### src/rtl/core/rke_pkg.sv
`timescale 1ns / 1ps
// ----------------------------------------------------------------------------
// rke_pkg
// Shared types and constants for the rotary knob event decoder.
// ----------------------------------------------------------------------------
package rke_pkg;

    localparam int unsigned TIME_W       = 32;
    localparam int unsigned EVENT_W      = 3;
    localparam int unsigned IN_TDATA_W   = 40;
    localparam int unsigned OUT_TDATA_W  = 8;
    localparam int unsigned CFG_ADDR_W   = 3;
    localparam int unsigned CFG_DATA_W   = 32;

    localparam logic [TIME_W-1:0] LONG_PRESS_RESET   = 32'd800;
    localparam logic [TIME_W-1:0] DOUBLE_CLICK_RESET = 32'd300;

    localparam logic LEVEL_LOW  = 1'b0;
    localparam logic LEVEL_HIGH = 1'b1;

    typedef enum logic [0:0] {
        REG_LONG_PRESS   = 1'b0,
        REG_DOUBLE_CLICK = 1'b1
    } reg_index_t;

    typedef enum logic [EVENT_W-1:0] {
        EV_NONE   = 3'd0,
        EV_RIGHT  = 3'd1,
        EV_LEFT   = 3'd2,
        EV_SHORT  = 3'd3,
        EV_LONG   = 3'd4,
        EV_DOUBLE = 3'd5
    } event_t;

    typedef struct packed {
        logic              allow_double;
        logic [TIME_W-1:0] now_ms;
        logic              switch_level;
        logic              data_level;
        logic              clk_level;
    } poll_t;

    typedef struct packed {
        logic [TIME_W-1:0] long_press_ms;
        logic [TIME_W-1:0] double_click_ms;
    } cfg_t;

endpackage

### src/rtl/core/rotary_knob_event_decoder.sv
`timescale 1ns / 1ps
// ----------------------------------------------------------------------------
// rotary_knob_event_decoder
// Decodes encoder rotation and push-switch presses into one event per poll.
//
//   Channel  Dir  Handshake           Payload
//   s_       in   s_tvalid/s_tready   poll: levels, now_ms, allow_double
//   m_       out  m_tvalid/m_tready   event_code
//   APB      in   psel/penable/pready long_press_ms, double_click_ms
//
// One poll per cycle while m_tready does not stall; a request passes the input
// register, then is classified into the result register.
// Knob and button state update in the classify cycle, so polls chain back
// to back. aresetn is synchronous and clears state and the valid bits of both registers.
// A stalled m_tready holds the result and backs up into s_tready.
// ----------------------------------------------------------------------------
module rotary_knob_event_decoder (
    input  logic                               aclk,
    input  logic                               aresetn,
    input  logic                               s_tvalid,
    output logic                               s_tready,
    // [0] clk_level, [1] data_level, [2] switch_level, [34:3] now_ms,
    // [35] allow_double, [39:36] zero
    input  logic [rke_pkg::IN_TDATA_W-1:0]     s_tdata,
    output logic                               m_tvalid,
    input  logic                               m_tready,
    // [2:0] event_code, [7:3] zero
    output logic [rke_pkg::OUT_TDATA_W-1:0]    m_tdata,
    input  logic                               psel,
    input  logic                               penable,
    input  logic                               pwrite,
    input  logic [rke_pkg::CFG_ADDR_W-1:0]     paddr,
    input  logic [rke_pkg::CFG_DATA_W-1:0]     pwdata,
    output logic [rke_pkg::CFG_DATA_W-1:0]     prdata,
    output logic                               pready
);

    rke_pkg::cfg_t   cfg;
    rke_pkg::poll_t  s_poll;
    rke_pkg::poll_t  q_poll;
    logic            q_valid;
    logic            q_ready;
    rke_pkg::event_t res_event;

    assign s_poll = rke_pkg::poll_t'(s_tdata[$bits(rke_pkg::poll_t)-1:0]);

    rke_cfg_regs u_cfg (
        .aclk    (aclk),
        .aresetn (aresetn),
        .psel    (psel),
        .penable (penable),
        .pwrite  (pwrite),
        .paddr   (paddr),
        .pwdata  (pwdata),
        .prdata  (prdata),
        .pready  (pready),
        .cfg     (cfg)
    );

    rke_in_stage u_in (
        .aclk      (aclk),
        .aresetn   (aresetn),
        .in_valid  (s_tvalid),
        .in_ready  (s_tready),
        .in_poll   (s_poll),
        .out_valid (q_valid),
        .out_ready (q_ready),
        .out_poll  (q_poll)
    );

    rke_classifier u_cls (
        .aclk      (aclk),
        .aresetn   (aresetn),
        .cfg       (cfg),
        .in_valid  (q_valid),
        .in_ready  (q_ready),
        .in_poll   (q_poll),
        .res_valid (m_tvalid),
        .res_ready (m_tready),
        .res_event (res_event)
    );

    assign m_tdata = {{(rke_pkg::OUT_TDATA_W - rke_pkg::EVENT_W){1'b0}}, res_event};

endmodule

### src/rtl/core/rke_cfg_regs.sv
`timescale 1ns / 1ps
// ----------------------------------------------------------------------------
// rke_cfg_regs
// APB register file holding the long-press and double-click thresholds.
// ----------------------------------------------------------------------------
module rke_cfg_regs (
    input  logic                             aclk,
    input  logic                             aresetn,
    input  logic                             psel,
    input  logic                             penable,
    input  logic                             pwrite,
    input  logic [rke_pkg::CFG_ADDR_W-1:0]   paddr,
    input  logic [rke_pkg::CFG_DATA_W-1:0]   pwdata,
    output logic [rke_pkg::CFG_DATA_W-1:0]   prdata,
    output logic                             pready,
    output rke_pkg::cfg_t                    cfg
);

    rke_pkg::cfg_t      cfg_reg;
    rke_pkg::reg_index_t sel;
    logic               wr_en;

    assign pready = 1'b1;
    assign sel    = rke_pkg::reg_index_t'(paddr[2]);
    assign wr_en  = psel && penable && pwrite && pready;

    always_ff @(posedge aclk) begin
        if (!aresetn) begin
            cfg_reg.long_press_ms   <= rke_pkg::LONG_PRESS_RESET;
            cfg_reg.double_click_ms <= rke_pkg::DOUBLE_CLICK_RESET;
        end else if (wr_en) begin
            unique case (sel)
                rke_pkg::REG_LONG_PRESS:   cfg_reg.long_press_ms   <= pwdata;
                rke_pkg::REG_DOUBLE_CLICK: cfg_reg.double_click_ms <= pwdata;
                default: ;
            endcase
        end
    end

    always_comb begin
        unique case (sel)
            rke_pkg::REG_LONG_PRESS:   prdata = cfg_reg.long_press_ms;
            rke_pkg::REG_DOUBLE_CLICK: prdata = cfg_reg.double_click_ms;
            default:                   prdata = '0;
        endcase
    end

    assign cfg = cfg_reg;

endmodule

### src/rtl/core/rke_in_stage.sv
`timescale 1ns / 1ps
// ----------------------------------------------------------------------------
// rke_in_stage
// Input register: captures one poll request and holds it until the
// classifier takes it.
// ----------------------------------------------------------------------------
module rke_in_stage (
    input  logic          aclk,
    input  logic          aresetn,
    input  logic          in_valid,
    output logic          in_ready,
    input  rke_pkg::poll_t in_poll,
    output logic          out_valid,
    input  logic          out_ready,
    output rke_pkg::poll_t out_poll
);

    logic          valid_reg;
    rke_pkg::poll_t poll_reg;

    assign in_ready = !valid_reg || out_ready;

    always_ff @(posedge aclk) begin
        if (!aresetn) begin
            valid_reg <= 1'b0;
        end else if (in_ready) begin
            valid_reg <= in_valid;
        end
    end

    always_ff @(posedge aclk) begin
        if (in_ready && in_valid) begin
            poll_reg <= in_poll;
        end
    end

    assign out_valid = valid_reg;
    assign out_poll  = poll_reg;

endmodule

### src/rtl/core/rke_classifier.sv
`timescale 1ns / 1ps
// ----------------------------------------------------------------------------
// rke_classifier
// Knob and button state, rotation and press classification, and the
// result register.
// ----------------------------------------------------------------------------
module rke_classifier (
    input  logic                  aclk,
    input  logic                  aresetn,
    input  rke_pkg::cfg_t         cfg,
    input  logic                  in_valid,
    output logic                  in_ready,
    input  rke_pkg::poll_t        in_poll,
    output logic                  res_valid,
    input  logic                  res_ready,
    output rke_pkg::event_t       res_event
);

    logic                          prev_clk_reg,  prev_clk_next;
    logic                          held_reg,      held_next;
    logic [rke_pkg::TIME_W-1:0]    press_start_reg, press_start_next;
    logic                          awaiting_reg,  awaiting_next;
    logic [rke_pkg::TIME_W-1:0]    first_click_reg, first_click_next;
    logic                          valid_reg;
    rke_pkg::event_t               event_reg,     event_next;

    logic                          take;
    logic                          rotate;
    logic                          pressed;
    logic                          release_seen;
    logic [rke_pkg::TIME_W-1:0]    held_time;
    logic [rke_pkg::TIME_W-1:0]    gap_time;
    logic                          is_long;
    logic                          in_window;

    assign in_ready = !valid_reg || res_ready;
    assign take     = in_valid && in_ready;

    assign rotate       = (in_poll.clk_level == rke_pkg::LEVEL_LOW) &&
                          (prev_clk_reg != rke_pkg::LEVEL_LOW);
    assign pressed      = (in_poll.switch_level == rke_pkg::LEVEL_LOW);
    assign release_seen = !pressed && held_reg;
    assign held_time    = in_poll.now_ms - press_start_reg;
    assign gap_time     = in_poll.now_ms - first_click_reg;
    assign is_long      = (held_time >= cfg.long_press_ms);
    assign in_window    = (gap_time <= cfg.double_click_ms);

    always_comb begin
        prev_clk_next    = in_poll.clk_level;
        held_next        = held_reg;
        press_start_next = press_start_reg;
        awaiting_next    = awaiting_reg;
        first_click_next = first_click_reg;
        event_next       = rke_pkg::EV_NONE;
        if (rotate) begin
            event_next = in_poll.data_level ? rke_pkg::EV_RIGHT : rke_pkg::EV_LEFT;
        end else if (release_seen) begin
            held_next = 1'b0;
            priority if (is_long) begin
                awaiting_next = 1'b0;
                event_next    = rke_pkg::EV_LONG;
            end else if (!in_poll.allow_double) begin
                awaiting_next = 1'b0;
                event_next    = rke_pkg::EV_SHORT;
            end else if (awaiting_reg && in_window) begin
                awaiting_next = 1'b0;
                event_next    = rke_pkg::EV_DOUBLE;
            end else begin
                awaiting_next    = 1'b1;
                first_click_next = in_poll.now_ms;
            end
        end else begin
            if (pressed && !held_reg) begin
                held_next        = 1'b1;
                press_start_next = in_poll.now_ms;
            end
            if (awaiting_reg && !in_window) begin
                awaiting_next = 1'b0;
                event_next    = rke_pkg::EV_SHORT;
            end
        end
    end

    always_ff @(posedge aclk) begin
        if (!aresetn) begin
            prev_clk_reg    <= rke_pkg::LEVEL_HIGH;
            held_reg        <= 1'b0;
            press_start_reg <= '0;
            awaiting_reg    <= 1'b0;
            first_click_reg <= '0;
            valid_reg       <= 1'b0;
        end else begin
            if (take) begin
                prev_clk_reg    <= prev_clk_next;
                held_reg        <= held_next;
                press_start_reg <= press_start_next;
                awaiting_reg    <= awaiting_next;
                first_click_reg <= first_click_next;
            end
            if (in_ready) begin
                valid_reg <= in_valid;
            end
        end
    end

    always_ff @(posedge aclk) begin
        if (take) begin
            event_reg <= event_next;
        end
    end

    assign res_valid = valid_reg;
    assign res_event = event_reg;

endmodule

### config.mk
export PLATFORM = sky130hd
export DESIGN_NAME = rotary_knob_event_decoder
export DESIGN_NICKNAME = d
export VERILOG_FILES = /design/src/rtl/core/rke_pkg.sv /design/src/rtl/core/rotary_knob_event_decoder.sv /design/src/rtl/core/rke_cfg_regs.sv /design/src/rtl/core/rke_in_stage.sv /design/src/rtl/core/rke_classifier.sv
export SDC_FILE = /design/constraint.sdc
export NUM_CORES = 1
export LEC_CHECK = 0
export BUFFER_PORTS_ARGS = -buffer_cell sky130_fd_sc_hd__buf_4
export CAP_MARGIN = 20
export CORE_ASPECT_RATIO = 1.1
export CORE_MARGIN = 1
export CORE_UTILIZATION = 55
export DETAILED_ROUTE_END_ITERATION = 8
export PLACE_DENSITY_LB_ADDON = 0.25
export SLEW_MARGIN = 10
export SYNTH_ARGS = -nofsm -noshare
export SYNTH_HDL_FRONTEND = slang
export SYNTH_SLANG_ARGS = --single-unit
### constraint.sdc
create_clock -name aclk -period 5.89 [get_ports aclk]
set_clock_uncertainty 0.05 [all_clocks]
set_input_delay 0.2945 -clock aclk [delete_from_list [all_inputs] [get_ports aclk]]
set_output_delay 0.2945 -clock aclk [all_outputs]
set_load 0.005 [all_outputs]
==> summary.md, run 1 <==
| Metric | Value |
|---|---|
| Seq pwr share | `between 40% and 50%` |
| Worst endpoint required time | `6210 ps` |
| Xor-xnor portion of the synthesized cell area | `3.89%` |
| Fin cells | `1,804` |
| Top-count cell post-synth | `nand2_1` |
| Starting Density | `55.9%` |
| Share of post-route cells with drive strength above 1 | `11.4%` |
| Die width | `between 100 and 150 µm` |
| Critical R2R Capture | `u_cls.first_click_reg[13]` |
| CTS tree | `done` |
| Most used DFF post-synth | `dfxtp_1` |
| Placed Area | `0.0124 mm²` |
| Yosys top cell by area | `dfxtp_1` |
| Switching pwr | `about 870 µW` |
| Sw frac | `28.2%` |
| Final Slew Violations | `0` |
| Asr flop ratio synth | `0%` |
| Row Count | `55` |
| Critical path startpoint category | `register` |
| Post-layout min period | `5470 ps` |
| Unrepaired setup endpoints after global routing | `no` |
| Critical path class | `reg -> reg` |
| Mapped Area | `approximately 0.011 mm²` |
| Synth top area share | `between 20 and 25%` |
| Post-synthesis mux area share | `0.185%` |
| Root Buffer | `clkbuf_16` |
| Clock Latency Late Sink | `about 440 ps` |
| Gate Count Post-Synth | `1,418` |
| Proportion of power drawn by the clock network | `about two fifths` |
| Comb pwr share | `around 20%` |
| Crit end category | `register` |
| Hold WC Path Type | `in -> reg` |
| Total track usage | `27.2%` |
| DR iter-0 viols | `about 620` |
| Worst R2R Setup Slack | `420 ps` |
| Reg clk slew, reported paths | `approximately 70 ps` |
| Area fraction in and, or, nand and nor cells after synthesis | `17.6%` |
| Crit path DAT | `between 5000 and 6000 ps` |
| Die H | `153 µm` |
| Routability congestion estimate | `0.906` |
| Slew @ Worst Pin | `1040 ps` |
| Fmax | `0.183 GHz` |
| Core Area | `between 0.02 and 0.025 mm²` |
| WHS Path Cells | `3` |
| Grt ovf | `0` |
| Slew HR | `30.3%` |
| Vias in the first global route | `9,641` |
| I/O pins | `125` |
| Worst IR drop on VDD | `0.000199 V` |
| Status | `complete, no violations` |
| Hold slack | `roughly 40 ps` |
| Synth top cells by count | `286 x nand2_1, 145 x inv_1, 133 x dfxtp_1` |
| Min-Delay Endpoint | `u_cfg.cfg[37]` |
| Port buffer count | `~110` |
| H-Tree Depth | `4` |
| Die area | `0.0214 mm²` |
| Maxcap violations | `0` |
| Int Pwr | `between 2000 and 2500 µW` |
| EDFF count, synth | `39` |
| Critical-path maximum fanout | `65` |
| Largest family of logic cells by synthesized area | `compound AO/OA/AOI/OAI gates` |
| TritonCTS buffer count | `17` |
| Largest register FFs | `64` |
| Final hold vios | `0` |
| WL/cell | `15.9 µm` |
| # nets final | `1,747` |
| Cell Pwr Density | `230 mW/mm²` |
| Slack of the critical path | `419 ps` |
| Design area | `0.0134 mm²` |
| Post-synthesis compound-gate area fraction | `23.2%` |
| Top cells by area, synth | `dfxtp_1 23%, ha_1 14%, edfxtp_1 10%` |
| Vias per std cell | `5.57` |
| Worst reg2reg path depth | `22` |
| Antenna-violating nets left | `0` |
| Final period util | `92.9%` |
| Initial antenna violation count | `0` |
| FF+latch count, synth | `172` |
| HPWL after detailed placement | `21.0 mm` |
| Placed cells | `1,736` |
| Post-synthesis sequential area ratio | `33.4%` |
| Final setup viols | `0` |
| Hold path start | `pwdata[5]` |
| Clock Path Buffers | `2` |
| Final WL | `28.6 mm` |
| Clock Sinks | `172` |
| Yosys cell types | `70` |
| Area delta synth->final | `17.2%` |
| DRC | `0` |
| Avg Inst Size Synth | `~8.1 µm²` |
| DP Worst Slack | `321 ps` |
| Setup TNS | `0 ps` |
| RR Startpoint | `u_in.out_poll[3]` |
| Leak | `between 0.005 and 0.006 µW` |
| Adder-Cell Fraction of Synth Area | `between 10 and 15%` |
| Largest net degree at the start of global routing | `between 100 and 150` |
| Vias | `between 10k and 15k` |
| # diodes | `0` |
| First-pass GRT wire length | `46.1 mm` |
| Drt first pass iters | `5` |
| Yosys warns | `0` |
==> cells by family after synthesis <==
group | count (synthesis)
AND/OR/NAND/NOR | 463
AO/OA/AOI/OAI | 391
buffers and inverters | 207
flip-flops | 172
adder cells (fa/ha/maj) | 130
XOR/XNOR | 51
other | 2
multiplexers | 2
==> worst max-delay path by stage <==
stage                           from  slack [ps]                   endpoint
finish              u_in.out_poll[3]         420  u_cls.first_click_reg[13]
global route        u_in.out_poll[9]           8  u_cls.first_click_reg[25]
CTS                 u_in.out_poll[9]         230  u_cls.first_click_reg[11]
detailed placement  u_in.out_poll[3]         320  u_cls.first_click_reg[10]
global placement    u_in.out_poll[3]         410  u_cls.first_click_reg[20]
floorplan           u_in.out_poll[3]        1420  u_cls.first_click_reg[25]
==> power groups by stage <==
stage | combinational (µW) | sequential, µW | clock (µW)
CTS | 619 | 1270 | 1220
global route | 691 | 1270 | 1270
floorplan | 420 | 1290 | 0
global placement | 577 | 1300 | 0
finish | 622 | 1270 | 1200
detailed placement | 594 | 1300 | 0
==> cell type report <==
type                            count  area, µm²
Clock buffer                       22        529
Clock inverter                     10        110
Fill cell                        1779       7070
Inverter                          145        544
Multi-Input combinational cell   1043       6830
Sequential cell                   172       3830
Tap cell                          256        320
Timing Repair Buffer              156       1270
==> worst max-delay path: stages (launching register included) <==
cell and delay (ps):
edfxtp_1 410, inv_1 80, ha_1 230, fa_1 410
nor2b_1 170, o31a_1 210, o21ai_0 90, nand2_1 160
a41oi_2 240, o311ai_1 540, nand2_1 100, o21ai_0 230
xnor2_1 150, ha_1 260, nand4_1 100, or2_1 160
nor3_1 80, a2111oi_0 530, a22oi_1 330, o211ai_4 260
buf_12 300, nand3_1 170, o21ai_2 110
==> cells in the final DEF (no fill, tap or decap), drive strengths merged, types with 3 or more instances in the layout <==
| cell type | instances |
|---|---|
| nor3 | 8 |
| and2 | 8 |
| edfxtp | 39 |
| nand3b | 4 |
| o211ai | 12 |
| o311ai | 4 |
| nor2b | 17 |
| a21oi | 63 |
| nand2b | 12 |
| and3 | 3 |
| inv | 151 |
| o41ai | 3 |
| a21o | 43 |
| o21ai | 109 |
| xor2 | 16 |
| clkbuf | 22 |
| ha | 128 |
| o211a | 3 |
| nor2 | 47 |
| nand2 | 286 |
| xnor2 | 35 |
| conb | 6 |
| dlygate4sd3 | 36 |
| or2 | 3 |
| nand3 | 52 |
| a41oi | 6 |
| a21boi | 92 |
| o21bai | 7 |
| nand4 | 17 |
| buf | 120 |
| o21a | 14 |
| a2111oi | 7 |
| a211oi | 11 |
| dfxtp | 133 |
==> layer usage <==
layer	up-vias	track usage, %	routed length, µm
met5	-	0	0
met4	0	14.3	1250
met3	88	3.63	910
met2	234	50.4	14900
met1	4637	29.9	11600
li1	5087	-	-
==> repair_timing <==
action | in CTS | in global routing
setup endpoints to repair | 0 | 33
setup buffers | 0 | 0
hold buffers | 36 | 0
hold endpoints to repair | 36 | 0
resized for setup | 0 | 4
==> per-stage QoR <==
step                      utilization, %  total power [µW]
after global placement              60.6              1870
after CTS                           65.5              3110
final                               65.5              3090
after detailed placement            60.6              1890
after floorplan                        -              1710
after global routing                65.5              3230
No activity file was read; power rests on OpenSTA's default activity.
==> run 2: changes to the inputs <==
- clock period: 5.89 -> 6.42 ns (I/O delays scaled with it)
==> summary.md, run 2 (synthesis results as in run 1) <==
| Metric | Value |
|---|---|
| # nets final | `1,729 (-1.0%)` |
| Antenna-violating nets left | `0 (unchanged)` |
| Fin cells | `1,786 (-1.0%)` |
| Clock Sinks | `172 (unchanged)` |
| Top sig layer | `met4` |
| Critical path startpoint category | `register` |
| Largest register FFs | `64 (unchanged)` |
| Share of post-route cells with drive strength above 1 | `11.4% (about the same)` |
| M1 wire length | `11.5 mm (-0.17%)` |
| Fmax | `0.176 GHz (-3.7%)` |
| # diodes | `0 (unchanged)` |
| Crit path DAT | `6000 ps (+210 ps)` |
| Cell Pwr Density | `210 mW/mm² (-8.7%)` |
| Critical path class | `reg -> reg` |
| DP Worst Slack | `944 ps (+624 ps)` |
| Commonest non-fill, non-tap cell in the layout | `nand2_1` |
| Setup TNS | `0 ps (unchanged)` |
| Routability congestion estimate | `0.890 (-1.7%)` |
| Placed cells | `1,734 (-0.12%)` |
| Row Count | `55 (unchanged)` |
| Post-CTS resize count | `0 (unchanged)` |
| WHS Path Cells | `1 (-2)` |
| Critical R2R Capture | `u_cls.first_click_reg[9]` |
| Hold WC Path Type | `in -> reg` |
| Slack of the critical path | `740 ps (+321 ps)` |
| Unrepaired setup endpoints after global routing | `no` |
| Worst endpoint required time | `6740 ps (+530 ps)` |
| Worst setup path startpoint | `u_in.out_poll[3]` |
| WL/cell | `15.8 µm (-0.30%)` |
| Total track usage | `26.8% (-0.35 points)` |
| Initial antenna violation count | `0 (unchanged)` |
| Final WL | `28.3 mm (-1.3%)` |
| Die H | `153 µm (unchanged)` |
| Post-layout min period | `5680 ps (+209 ps)` |
| Vias in the first global route | `9,268 (-3.9%)` |
| CTS tree | `done` |
| Largest net degree at the start of global routing | `92 (-12%)` |
| Grt ovf | `0 (unchanged)` |
| First-pass GRT wire length | `45.7 mm (-0.82%)` |
| RR Startpoint | `u_in.out_poll[3]` |
| Slew @ Worst Pin | `1040 ps (-3.60 ps)` |
| Crit end category | `register` |
| Hold slack | `4.31 ps (-36.0 ps)` |
| Final setup viols | `0 (unchanged)` |
| Post-layout util | `64.5% (-1.1 points)` |
| DRC | `0 (unchanged)` |
| Final Slew Violations | `0 (unchanged)` |
| Core Area | `0.0205 mm² (unchanged)` |
| Worst R2R Setup Slack | `740 ps (+320 ps)` |
| Die area | `0.0214 mm² (unchanged)` |
| HPWL after detailed placement | `20.7 mm (-1.1%)` |
| Most frequent cells in the layout | `286 x nand2_1, 145 x inv_1, 133 x dfxtp_1, 128 x ha_1, 117 x buf_4` |
| I/O pins | `125 (unchanged)` |
| Final period util | `88.5% (-4.4 points)` |
| Port buffer count | `112 (unchanged)` |
| Status | `complete, no violations` |
| Vias | `9,870 (-1.8%)` |
| DR iter-0 viols | `490 (-21%)` |
| Vias per std cell | `5.53 (-0.76%)` |
| Root Buffer | `clkbuf_16` |
| Maxcap violations | `0 (unchanged)` |
| Critical-path maximum fanout | `65 (unchanged)` |
| Met3 WL | `834 µm (-8.4%)` |
| Slew HR | `30.6% (+0.24 points)` |
| Worst reg2reg path depth | `22 (unchanged)` |
| Setup crit end | `u_cls.first_click_reg[9]` |
| WL met2 | `15.0 mm (+0.86%)` |
| Area delta synth->final | `15.3%` |
| Reg clk slew, reported paths | `70 ps (about the same)` |
| Starting Density | `55.9% (unchanged)` |
| Leak | `0.00511 µW (-1.7%)` |
| Worst IR drop on VDD | `0.000172 V (-13%)` |
| H-Tree Depth | `4 (unchanged)` |
| Clock Latency Late Sink | `440 ps (about the same)` |
| Final hold vios | `0 (unchanged)` |
| TritonCTS buffer count | `17 (unchanged)` |
| Drt first pass iters | `6 (+1)` |
| Clock Path Buffers | `2 (unchanged)` |
| Die width | `140 µm (unchanged)` |
-- run 2: cell count changes in the layout (fill, tap and decap cells not counted), moves of 2 or more --
cell           change
dlygate4sd3_1     -16
inv_4              +4
clkbuf_16          -3
clkbuf_8           +3
buf_4              -2
clkinv_4           -2
inv_8              -2
-- run 2: worst max-delay path, cell delays in order (launching register included) --
cell and delay [ps]:
edfxtp_1 400, inv_1 90, ha_1 230, fa_1 410, nor2b_1 160, o31a_1 200, o21ai_0 100, nand2_1 170
a41oi_2 240, o311ai_1 550, nand2_1 110, o21ai_0 240, xnor2_1 150, ha_1 260, nand4_1 110, or2_1 170
nor3_1 90, a2111oi_0 680, a22oi_1 370, o211ai_4 270, buf_12 300, nand3_1 110, o21ai_1 110
-- run 2: timing repair --
item | in CTS | in global routing
setup buffers | 0 | 0
hold buffers | 9 | 11
endpoints found under the hold margin | 9 | 11
-- run 2: cell type report --
cell class / instances / area (µm²)
Tap cell: 256 / 320
Multi-Input combinational cell: 1043 / 6830
Timing Repair Buffer: 138 / 1100
Clock inverter: 10 / 96.3
Fill cell: 1782 / 7290
Inverter: 145 / 544
Sequential cell: 172 / 3830
Clock buffer: 22 / 495
-- run 2: worst min path at each step --
stage,from,end,slack (ps)
final,s_tdata[6],u_in.out_poll[6],4
after global routing,s_tdata[32],u_in.out_poll[32],0.2
after CTS,s_tdata[19],u_in.out_poll[19],0.2
after detailed placement,u_cls.first_click_reg[26],u_cls.first_click_reg[26],400
after global placement,u_cls.first_click_reg[28],u_cls.first_click_reg[28],390
after floorplan,s_tdata[0],u_in.out_poll[0],370
-- run 2: layer usage --
metal	track usage [%]	vias up
met2	50.8	181
met5	0	-
met4	9.79	0
li1	-	5064
met1	30.0	4565
met3	3.95	60
-- run 2: per-stage QoR --
step	instance area, µm²	total power (µW)
6_report	13200	2780
3_3_place_gp	12400	1720
2_1_floorplan	11500	1570
4_1_cts	13100	2780
5_1_grt	13200	2900
3_5_place_dp	12400	1730
-- run 2: report_power, final --
part           total [µW]  switching, µW  internal, µW
Combinational         559            309           250
Sequential           1170           26.4          1140
Clock                1050            456           595
Total                2780            792          1980
==> run 3: changes to the inputs <==
- CORE_MARGIN: 1 -> 5
- SYNTH_HIERARCHICAL: unset -> 1
==> summary.md, run 3 <==
| Metric | Value |
|---|---|
| WL/cell | `15.3 µm (-3.2%)` |
| FF+latch count, synth | `172 (unchanged)` |
| Crit end category | `register` |
| Area delta synth->final | `15.7%` |
| Avg Inst Size Synth | `8.71 µm² (+7.7%)` |
| Post-synthesis sequential area ratio | `32.8% (-0.67 points)` |
| Routability congestion estimate | `0.899 (+0.98%)` |
| Worst IR drop on VDD | `0.000153 V (-11%)` |
| Leak | `0.00556 µW (+8.9%)` |
| I/O pins | `125 (unchanged)` |
| Total track usage | `22.4% (-4.4 points)` |
| Final Slew Violations | `0 (unchanged)` |
| Critical-path maximum fanout | `12 (-82%)` |
| Slowest cell on crit path | `o31ai_2` |
| Die area | `0.0243 mm² (+13%)` |
| First-pass GRT wire length | `43.6 mm (-4.6%)` |
| Final setup viols | `0 (unchanged)` |
| HPWL after detailed placement | `20.6 mm (-0.87%)` |
| Yosys cell types | `69 (-1.4%)` |
| Share of post-route cells with drive strength above 1 | `13.5% (+2.1 points)` |
| Vias in the first global route | `9,138 (-1.4%)` |
| Critical path startpoint category | `register` |
| Slew @ Worst Pin | `1030 ps (-8.45 ps)` |
| Post-layout min period | `5520 ps (-161 ps)` |
| Final period util | `86.0% (-2.5 points)` |
| CP max stage delay | `460 ps (-220 ps)` |
| Vias per std cell | `5.33 (-3.6%)` |
| Mapped Area | `0.0117 mm² (+2.1%)` |
| Largest register FFs | `64 (unchanged)` |
| Worst endpoint required time | `6720 ps (-20 ps)` |
| Maxcap violations | `0 (unchanged)` |
| Critical path class | `reg -> reg` |
| Seq. cell area | `0.00383 mm² (unchanged)` |
| H-Tree Depth | `4 (unchanged)` |
| Unrepaired setup endpoints after global routing | `no` |
| # diodes | `0 (unchanged)` |
| Reg clk slew, reported paths | `70 ps (about the same)` |
| Fmax | `0.181 GHz (+2.9%)` |
| Top cells by area, synth | `dfxtp_1 23%, ha_1 14%, edfxtp_1 10%` |
| Seq pwr share | `41.9% (about the same)` |
| Clock Path Buffers | `2 (unchanged)` |
| Int Pwr | `1990 µW (+0.16%)` |
| Yosys top cell by area | `dfxtp_1` |
| TritonCTS buffer count | `17 (unchanged)` |
| Most used DFF post-synth | `dfxtp_1` |
| Drt first pass iters | `5 (-1)` |
| Commonest non-fill, non-tap cell in the layout | `nand2_1` |
| Die width | `149 µm (+6.7%)` |
| Crit path DAT | `5820 ps (-180 ps)` |
| Synth top area share | `22.7% (-0.47 points)` |
| Port buffer count | `112 (unchanged)` |
| Largest net degree at the start of global routing | `105 (+14%)` |
| Root Buffer | `clkbuf_16` |
| Sw frac | `28.7% (+0.14 points)` |
| DR iter-0 viols | `499 (+1.8%)` |
| Crit-path cells | `inv_1 > ha_1 > fa_1 > nor2b_4 > o31a_1 > o31a_1 > a21oi_4 > o31ai_2 > a211oi_4 > o31ai_1 > a21oi_1 > xnor2_1 > ha_1 > nand4_1 > nor3_1 > o21ai_1 > o211ai_1 > nand2_1 > o31ai_1 > buf_4 > o2111a_2 > buf_4 > mux2i_1` |
| Status | `complete, no violations` |
| Fill count | `1,871 (+5.0%)` |
| Top-count cell post-synth | `nand2_1` |
| Fin cells | `1,762 (-1.3%)` |
| CTS tree | `done` |
| Vias | `9,384 (-4.9%)` |
| Switching pwr | `799 µW (+0.83%)` |
| Synth top cells by count | `254 x nand2_1, 144 x inv_1, 133 x dfxtp_1` |
| Gate Count Post-Synth | `1,344 (-5.2%)` |
| Die H | `163 µm (+6.2%)` |
| Most frequent cells in the layout | `254 x nand2_1, 144 x inv_1, 133 x dfxtp_1, 128 x ha_1, 118 x buf_4` |
| Grt ovf | `0 (unchanged)` |
| # nets final | `1,671 (-3.4%)` |
| Row Count | `56 (+1.8%)` |
| Slew HR | `31.1% (+0.56 points)` |
| Asr flop ratio synth | `0% (unchanged)` |
| EDFF count, synth | `39 (unchanged)` |
| Antenna-violating nets left | `0 (unchanged)` |
| Setup TNS | `0 ps (unchanged)` |
| Comb pwr share | `20.8% (+0.6 points)` |
| Core Area | `0.0212 mm² (+3.2%)` |
| DRC | `0 (unchanged)` |
| Clock Sinks | `172 (unchanged)` |
| Footprint of the multi-input gates | `0.00702 mm² (+2.8%)` |
| Starting Density | `55.3% (-0.61 points)` |
| Final WL | `27.0 mm (-4.5%)` |
| Placed cells | `1,701 (-1.9%)` |
| Initial antenna violation count | `0 (unchanged)` |
| Proportion of power drawn by the clock network | `37.3% (-0.6 points)` |
| Hold slack | `18.6 ps (+14.3 ps)` |
| Clock Latency Late Sink | `430 ps (about the same)` |
| Post-CTS resize count | `0 (unchanged)` |
| Hold WC Path Type | `in -> reg` |
| Cell Pwr Density | `206 mW/mm² (-2.0%)` |
| Final hold vios | `0 (unchanged)` |
| Worst R2R Setup Slack | `900 ps (+160 ps)` |
| Yosys warns | `6 (+6)` |
run 3: power groups by stage:
stage	logic [µW]	registers, µW	clock network [µW]
floorplan	409	1180	0
global placement	548	1190	0
detailed placement	561	1190	0
CTS	579	1170	1060
global route	649	1170	1110
finish	580	1170	1040
run 3: cell families (layout without fill, tap and decap cells):
family / Yosys count / after routing / share of synthesized area (%)
AOI/OAI and AO/OA: 264 / 264 / 15.2
xor gates and xnor gates: 55 / 55 / 4.12
adders and majority gates: 130 / 130 / 14.0
buffers and inverters: 199 / 323 / 7.46
DFF: 172 / 172 / 32.8
muxes: 129 / 129 / 11.4
other: 2 / 6 / 0.0642
and+or+nand+nor: 393 / 393 / 15.0
run 3: cell type report:
type / instances / area share, %
repair buffers: 147 / 8.81
inverters: 144 / 3.99
clock inverters: 12 / 0.915
well taps: 290 / 2.68
multi-input cells: 977 / 51.8
clock buffers: 20 / 3.46
flip-flops and latches: 172 / 28.3
run 3: worst paths after layout:
| kind | start | end | depth (start not counted) |
|---|---|---|---|
| max | u_in/out_poll[3] | u_cls/first_click_reg[9] | 23 |
| min | s_tdata[19] | u_in/out_poll[19] | 1 |
| max reg2reg | u_in/out_poll[3] | u_cls/first_click_reg[9] | 23 |
| min reg2reg | u_cls/first_click_reg[26] | u_cls/first_click_reg[26] | 2 |
run 3: critical path, delay by kind of cell, from the launching register on:
kind	cells	cell delay, ps
fa+ha+maj	3	960
xor+xnor	1	150
simple gates	4	690
buf+inv	3	620
compound gates	11	2330
mux	1	220
flops	1	400
run 3: timing repair:
| item | CTS | global route |
|---|---|---|
| hold buffers | 27 | 1 |
| endpoints found under the setup margin | 0 | 0 |
| hold endpoints to repair | 27 | 1 |
| setup buffers | 0 | 0 |
run 3: per-stage QoR:
stage | utilization, % | total power (µW) | setup WS (ps) | area [µm²]
6_report | 64.0 | 2790 | 900 | 13500
5_1_grt | 64.0 | 2930 | 571 | 13500
4_1_cts | 63.8 | 2810 | 940 | 13500
3_5_place_dp | 59.7 | 1750 | 992 | 12600
3_3_place_gp | 59.7 | 1740 | 1080 | 12600
2_1_floorplan | - | 1590 | 1940 | 11700
run 3: routing by layer:
metal | track usage (%) | vias up | wire length [µm]
li1 | - | 4828 | -
met1 | 24.7 | 4339 | 10900
met2 | 42.6 | 161 | 14500
met3 | 3.37 | 56 | 688
met4 | 8.53 | 0 | 924
met5 | 0 | - | 0
